### src/hdl/fmmp_pkg.sv
package fmmp_pkg;

  localparam int INDEX_BITS_DEFAULT = 63;
  localparam int VALUE_W = 30;

  localparam logic [VALUE_W-1:0] PRIME = 30'd1000000007;

  // Barrett reduction of a product below 2^60: q = ((x >> 29) * M) >> 31.
  localparam int BARRETT_PRE = 29;
  localparam int BARRETT_POST = 31;
  localparam longint unsigned BARRETT_FULL = (64'd1 << 60) / 64'd1000000007;
  localparam logic [30:0] BARRETT_M = BARRETT_FULL[30:0];

  typedef enum logic [1:0] {
    PH_MUL  = 2'd0,
    PH_EST  = 2'd1,
    PH_QP   = 2'd2,
    PH_FOLD = 2'd3
  } phase_t;

  typedef struct packed {
    logic       init;
    logic       mul_en;
    phase_t     phase;
    logic [1:0] entry;
    logic       term;
    logic       commit;
    logic       qstep;
    logic       shift;
    logic       emit;
  } cmd_t;

  typedef struct packed {
    logic e_msb;
  } status_t;

endpackage

### src/hdl/fmmp_ctrl.sv
module fmmp_ctrl #(
  parameter int INDEX_BITS = fmmp_pkg::INDEX_BITS_DEFAULT
) (
  input  logic              clk,
  input  logic              rst,
  input  logic              req_valid,
  output logic              req_stall,
  output logic              rsp_valid,
  input  logic              rsp_stall,
  input  fmmp_pkg::status_t status,
  output fmmp_pkg::cmd_t    cmd
);

  localparam int CNT_W = (INDEX_BITS > 1) ? $clog2(INDEX_BITS) : 1;

  typedef enum logic [5:0] {
    S_IDLE   = 6'b000001,
    S_SQ     = 6'b000010,
    S_COMMIT = 6'b000100,
    S_QMUL   = 6'b001000,
    S_BIT    = 6'b010000,
    S_DONE   = 6'b100000
  } state_t;

  state_t           state, state_next;
  fmmp_pkg::phase_t ph, ph_next;
  logic             term, term_next;
  logic [1:0]       entry, entry_next;
  logic [CNT_W-1:0] cnt, cnt_next;
  logic             out_valid;

  assign req_stall = (state != S_IDLE);
  assign rsp_valid = out_valid;

  always_comb begin
    state_next = state;
    ph_next    = ph;
    term_next  = term;
    entry_next = entry;
    cnt_next   = cnt;
    cmd        = '0;
    cmd.phase  = ph;
    cmd.entry  = entry;
    cmd.term   = term;
    case (state)
      S_IDLE: begin
        if (req_valid) begin
          cmd.init   = 1'b1;
          ph_next    = fmmp_pkg::PH_MUL;
          term_next  = 1'b0;
          entry_next = 2'd0;
          cnt_next   = CNT_W'(INDEX_BITS - 1);
          state_next = S_SQ;
        end
      end
      S_SQ: begin
        cmd.mul_en = 1'b1;
        case (ph)
          fmmp_pkg::PH_MUL:  ph_next = fmmp_pkg::PH_EST;
          fmmp_pkg::PH_EST:  ph_next = fmmp_pkg::PH_QP;
          fmmp_pkg::PH_QP:   ph_next = fmmp_pkg::PH_FOLD;
          default:           ph_next = fmmp_pkg::PH_MUL;
        endcase
        if (ph == fmmp_pkg::PH_FOLD) begin
          if (term) begin
            term_next  = 1'b0;
            entry_next = entry + 2'd1;
            if (&entry) begin
              state_next = S_COMMIT;
            end
          end else begin
            term_next = 1'b1;
          end
        end
      end
      S_COMMIT: begin
        cmd.commit = 1'b1;
        state_next = status.e_msb ? S_QMUL : S_BIT;
      end
      S_QMUL: begin
        cmd.qstep  = 1'b1;
        state_next = S_BIT;
      end
      S_BIT: begin
        cmd.shift = 1'b1;
        if (cnt == '0) begin
          state_next = S_DONE;
        end else begin
          cnt_next   = cnt - CNT_W'(1);
          state_next = S_SQ;
        end
      end
      S_DONE: begin
        if (!out_valid || !rsp_stall) begin
          cmd.emit   = 1'b1;
          state_next = S_IDLE;
        end
      end
      default: state_next = S_IDLE;
    endcase
  end

  always_ff @(posedge clk) begin
    if (rst) begin
      state     <= S_IDLE;
      ph        <= fmmp_pkg::PH_MUL;
      term      <= 1'b0;
      entry     <= 2'd0;
      cnt       <= '0;
      out_valid <= 1'b0;
    end else begin
      state <= state_next;
      ph    <= ph_next;
      term  <= term_next;
      entry <= entry_next;
      cnt   <= cnt_next;
      if (cmd.emit) begin
        out_valid <= 1'b1;
      end else if (!rsp_stall) begin
        out_valid <= 1'b0;
      end
    end
  end

endmodule

### src/hdl/fmmp_datapath.sv
module fmmp_datapath #(
  parameter int INDEX_BITS = fmmp_pkg::INDEX_BITS_DEFAULT
) (
  input  logic                          clk,
  input  logic [INDEX_BITS-1:0]         index,
  input  fmmp_pkg::cmd_t                cmd,
  output fmmp_pkg::status_t             status,
  output logic [fmmp_pkg::VALUE_W-1:0]  fib_value
);

  localparam int W = fmmp_pkg::VALUE_W;

  function automatic logic [W-1:0] mod_add(input logic [W-1:0] x, input logic [W-1:0] y);
    logic [W:0] s;
    begin
      s = {1'b0, x} + {1'b0, y};
      if (s >= {1'b0, fmmp_pkg::PRIME}) begin
        s = s - {1'b0, fmmp_pkg::PRIME};
      end
      return s[W-1:0];
    end
  endfunction

  logic [W-1:0]          ma, mb, mc, md;
  logic [W-1:0]          na, nb, nc, nd;
  logic [W-1:0]          acc;
  logic [INDEX_BITS-1:0] e_reg;
  logic                  zero;
  logic [59:0]           x_reg;
  logic [30:0]           q_reg;
  logic [60:0]           qp_reg;

  logic [W-1:0]  op_a, op_b;
  logic [31:0]   mul_a, mul_b;
  logic [63:0]   prod;
  logic [31:0]   diff, fix1, fix2;
  logic [W-1:0]  rem, total;

  assign status.e_msb = e_reg[INDEX_BITS-1];

  always_comb begin
    if (cmd.entry[1]) begin
      op_a = cmd.term ? md : mc;
    end else begin
      op_a = cmd.term ? mb : ma;
    end
    if (cmd.term) begin
      op_b = cmd.entry[0] ? md : mc;
    end else begin
      op_b = cmd.entry[0] ? mb : ma;
    end
  end

  always_comb begin
    case (cmd.phase)
      fmmp_pkg::PH_MUL: begin
        mul_a = {2'b00, op_a};
        mul_b = {2'b00, op_b};
      end
      fmmp_pkg::PH_EST: begin
        mul_a = {1'b0, x_reg[59:fmmp_pkg::BARRETT_PRE]};
        mul_b = {1'b0, fmmp_pkg::BARRETT_M};
      end
      fmmp_pkg::PH_QP: begin
        mul_a = {1'b0, q_reg};
        mul_b = {2'b00, fmmp_pkg::PRIME};
      end
      default: begin
        mul_a = '0;
        mul_b = '0;
      end
    endcase
    prod = {32'd0, mul_a} * {32'd0, mul_b};
  end

  // The Barrett estimate is short by at most two, so the remainder stays below 3p.
  always_comb begin
    diff  = x_reg[31:0] - qp_reg[31:0];
    fix1  = (diff >= {2'b00, fmmp_pkg::PRIME}) ? diff - {2'b00, fmmp_pkg::PRIME} : diff;
    fix2  = (fix1 >= {2'b00, fmmp_pkg::PRIME}) ? fix1 - {2'b00, fmmp_pkg::PRIME} : fix1;
    rem   = fix2[W-1:0];
    total = mod_add(acc, rem);
  end

  always_ff @(posedge clk) begin
    if (cmd.init) begin
      ma    <= W'(1);
      mb    <= '0;
      mc    <= '0;
      md    <= W'(1);
      e_reg <= index - INDEX_BITS'(1);
      zero  <= (index == '0);
    end
    if (cmd.mul_en) begin
      case (cmd.phase)
        fmmp_pkg::PH_MUL: x_reg  <= prod[59:0];
        fmmp_pkg::PH_EST: q_reg  <= prod[61:fmmp_pkg::BARRETT_POST];
        fmmp_pkg::PH_QP:  qp_reg <= prod[60:0];
        default: begin
          if (!cmd.term) begin
            acc <= rem;
          end else begin
            case (cmd.entry)
              2'd0:    na <= total;
              2'd1:    nb <= total;
              2'd2:    nc <= total;
              default: nd <= total;
            endcase
          end
        end
      endcase
    end
    if (cmd.commit) begin
      ma <= na;
      mb <= nb;
      mc <= nc;
      md <= nd;
    end
    if (cmd.qstep) begin
      ma <= mod_add(ma, mb);
      mb <= ma;
      mc <= mod_add(mc, md);
      md <= mc;
    end
    if (cmd.shift) begin
      e_reg <= e_reg << 1;
    end
    if (cmd.emit) begin
      fib_value <= zero ? '0 : ma;
    end
  end

endmodule

### src/hdl/fibonacci_mod_matrix_power.sv
// Channel   Handshake             Payload
// request   req_valid, req_stall  index      (INDEX_BITS, unsigned)
// response  rsp_valid, rsp_stall  fib_value  (30 bits, unsigned)
//
// Each item squares once per bit of index-1, MSB first, with a base step at each set bit.
// All products share the single 32x32 multiplier, in phases MUL, EST, QP and FOLD.
// Each squaring needs eight products; a step by the base matrix needs only adds.
// Reset is synchronous and clears the controller; the datapath needs no reset.
// A new item is taken while a finished result waits under rsp_stall.
module fibonacci_mod_matrix_power #(
  parameter int INDEX_BITS = fmmp_pkg::INDEX_BITS_DEFAULT
) (
  input  logic                         clk,
  input  logic                         rst,
  input  logic                         req_valid,
  output logic                         req_stall,
  input  logic [INDEX_BITS-1:0]        index,
  output logic                         rsp_valid,
  input  logic                         rsp_stall,
  output logic [fmmp_pkg::VALUE_W-1:0] fib_value
);

  fmmp_pkg::cmd_t    cmd;
  fmmp_pkg::status_t status;

  fmmp_ctrl #(
    .INDEX_BITS(INDEX_BITS)
  ) u_ctrl (
    .clk       (clk),
    .rst       (rst),
    .req_valid (req_valid),
    .req_stall (req_stall),
    .rsp_valid (rsp_valid),
    .rsp_stall (rsp_stall),
    .status    (status),
    .cmd       (cmd)
  );

  fmmp_datapath #(
    .INDEX_BITS(INDEX_BITS)
  ) u_datapath (
    .clk       (clk),
    .index     (index),
    .cmd       (cmd),
    .status    (status),
    .fib_value (fib_value)
  );

endmodule

### config.mk
export PLATFORM = sky130hd
export DESIGN_NAME = fibonacci_mod_matrix_power
export DESIGN_NICKNAME = d
export VERILOG_FILES = /design/src/hdl/fmmp_pkg.sv /design/src/hdl/fmmp_ctrl.sv /design/src/hdl/fmmp_datapath.sv /design/src/hdl/fibonacci_mod_matrix_power.sv
export SDC_FILE = /design/constraint.sdc
export NUM_CORES = 2
export LEC_CHECK = 0
export BUFFER_PORTS_ARGS = -buffer_cell sky130_fd_sc_hd__buf_4
export CAP_MARGIN = 20
export CORE_AREA = 4 4 398 400
export DETAILED_ROUTE_END_ITERATION = 7
export DIE_AREA = 0 0 402 404
export HOLD_SLACK_MARGIN = 0.03
export PLACE_DENSITY_LB_ADDON = 0.08
export SLEW_MARGIN = 20
export SYNTH_ARGS = -nofsm -noshare
export SYNTH_HDL_FRONTEND = slang
export SYNTH_SLANG_ARGS = --single-unit
### constraint.sdc
create_clock -name clk -period 14.97 [get_ports clk]
set_input_delay 1.497 -clock clk [delete_from_list [all_inputs] [get_ports clk]]
set_output_delay 1.497 -clock clk [all_outputs]
set_load 0.1 [all_outputs]
==> flow_metrics.tcl <==
set metrics [dict create \
    status "complete, no violations" \
    core_area_um2 155300 \
    rsz0062_at_grt "no" \
    slowest_delay_ns 0.61 \
    detail_route.wl_per_cell_um 24.91 \
    cp_slowest_cell "fa_1" \
    cts_buffer_depth 3 \
    postRouteWirelength_mm 212.9 \
    fin_ws_ns 2.930 \
    cp_data_required_time_ns 15.35 \
    ant_nets 0 \
    insertion_delay_ns 0.64 \
    start_util 0.3975 \
    initialDrtViolationCount 3427 \
    antenna_found_initial 9 \
    grt_max_degree 73 \
    first_global_vias 48240 \
    cp_top_family "adder cells" \
    slew_viol_final 0 \
    cp-start-kind "flop" \
    gp_congestion 0.9011 \
    area_growth_syn_to_layout_pct 8.442 \
    maxCapViolations 0 \
    grt_pass1_wl_mm 319.1 \
    path_buf_inv 10 \
    globalRouteTotalUtil 0.2622 \
    viasPerCell 5.441 \
    dp_slack_ns 3.027 \
    utilization 0.4310 \
    drc 0 \
    die-area_um2 162400 \
    syn_inst 6456 \
    synth-edff-count 486 \
    nets 7737 \
    post-route-period-util 0.8043 \
    period_minus_slack_ns 12.04 \
    clk_pin_slew_worst_paths_ns 0.06 \
    portBuffers 98 \
    dp_hpwl_mm 165.7 \
    highest_layer "met5" \
    cts_tree "yes" \
    critPathMaxFanout 40 \
    num_rows 145 \
    die_w_um 402 \
    ys_ff_latch 505 \
    arrival_ns 12.42 \
    ys_async_sr_fraction 0 \
    wl_met3_mm 12.33 \
    ctsHoldBuffers 0 \
    ctsResizeCount 0 \
    hold_class "reg -> reg" \
    final_cells 8545 \
    synth_seq_area_share 0.2426 \
    cts_buffers 57 \
    io_pins 99 \
    slew_headroom 0.2265 \
    routed-wl-met2_mm 98.10 \
    dpl.cell_count 8435 \
    crit_type "reg -> reg" \
    grt_overflow 0 \
    largest_register_ffs 63 \
    cts.htree.levels 2 \
    clock-sinks 505 \
    fmax_mhz 83.06 \
    synth.distinct_cells 105 \
    synth_fp_nets 7757 \
    crit_top_cell "fa_1" \
    postSynthAreaPerCell_um2 9.561 \
    firstDrtPassIters 6 \
    finalClockSkew_ns 0.04103 \
    num_vias 46490 \
    met1_length_mm 91.74 \
    worst_pin_slew_ns 1.157 \
    die_y_um 404 \
    fin_setup_tns_ns 0 \
    final_layout_size_suffix_gt1_frac 0.07525 \
    yosysWarnings 0 \
    netlist_area_um2 61730 \
    ys.flop_type "edfxtp_1" \
    cts-root-buf "clkbuf_16" \
    endpoint_kind "flop" \
    hold_viol 0 \
    cts_setup_buffers 0 \
    setup_viol 0 \
]
-- worst register-to-register path, delay by kind of cell, from the launching register on --
| kind | cells | cell delay [ns] |
|---|---|---|
| AO/OA/AOI/OAI | 13 | 3.67 |
| adder cells (fa/ha/maj) | 10 | 4.54 |
| AND/OR/NAND/NOR | 6 | 1.56 |
| flip-flops | 1 | 0.38 |
| buffers and inverters | 10 | 1.56 |
| XOR/XNOR | 1 | 0.10 |
-- layer usage --
layer  GRT usage  up-vias
met3     0.03357      314
met2      0.4267     1426
li1            -    21080
met1      0.3551    23670
met4      0.1092        4
met5           0        -
-- synth_stat cells, drive strengths merged (36+ instances only) --
cell type,n,share of area
nor2,284,0.017
a21oi,242,0.020
a21o,87,0.011
inv,988,0.060
nand2b,59,0.0060
xnor2,232,0.033
mux4,58,0.021
fa,841,0.27
ha,393,0.080
o21ai,233,0.019
o21bai,36,0.0044
edfxtp,486,0.24
clkbuf,251,0.015
a22o,68,0.0096
nand2,1159,0.070
nor3,115,0.0095
nor2b,110,0.011
and2,78,0.0079
xor2,122,0.018
nand3,66,0.0054
-- layout make-up --
cell class / instances / area, µm²
antenna: 2 / 5.005
clock buffer: 77 / 1594
clock inverter: 31 / 345.3
fill: 15260 / 88360
inverter: 988 / 3709
multi-input combinational: 4678 / 42180
sequential: 505 / 14980
tap: 2058 / 2575
timing repair buffer: 206 / 1546
-- through the flow --
stage	instance area [µm²]	hold slack, ns
global route	66930	0.5274
finish	66940	0.4985
detailed placement	64990	0.4901
CTS	66930	0.5016
global placement	64980	0.4615
floorplan	61730	0.4438
-- logic make-up after synthesis --
family | count (synthesis) | share of synthesized area
AND/OR/NAND/NOR | 2056 | 0.1482
AO/OA/AOI/OAI | 957 | 0.1038
buffers and inverters | 1273 | 0.07800
adder cells (fa/ha/maj) | 1234 | 0.3524
multiplexers | 77 | 0.02449
flip-flops | 505 | 0.2426
XOR/XNOR | 354 | 0.05047
-- cells in the final DEF (no fill, tap or decap), types with 32 or more instances in the layout --
| cell type | instances |
|---|---|
| nand2b_1 | 59 |
| o21ai_0 | 224 |
| a21o_1 | 87 |
| nand3_1 | 66 |
| mux4_2 | 58 |
| o21a_1 | 32 |
| xnor2_1 | 232 |
| nor2_1 | 276 |
| nor2b_1 | 104 |
| a22o_1 | 68 |
| edfxtp_1 | 486 |
| ha_1 | 391 |
| fa_1 | 841 |
| inv_1 | 987 |
| clkbuf_16 | 59 |
| nand2_1 | 1150 |
| xor2_1 | 120 |
| a21oi_1 | 210 |
| buf_4 | 206 |
| o21bai_1 | 35 |
| nor3_1 | 114 |
| and2_1 | 75 |
-- worst paths after layout --
| kind | from | to | slack [ns] | cells after the start |
|---|---|---|---|---|
| hold reg to reg | u_datapath.e_reg[0]$_SDFFE_PP0P_ | u_datapath.e_reg[0]$_SDFFE_PP0P_ | 0.50 | 2 |
| setup / recovery | u_ctrl.ph[1]$_SDFFE_PP0P_ | u_datapath.q_reg[26]$_DFFE_PP_ | 2.93 | 40 |
| setup reg to reg | u_ctrl.ph[1]$_SDFFE_PP0P_ | u_datapath.q_reg[26]$_DFFE_PP_ | 2.93 | 40 |
| hold / removal | u_datapath.e_reg[0]$_SDFFE_PP0P_ | u_datapath.e_reg[0]$_SDFFE_PP0P_ | 0.50 | 2 |
Power is left out: the tool's default activity adds up to more than one toggle a clock period on the data nets, which glitch-free logic cannot reach.
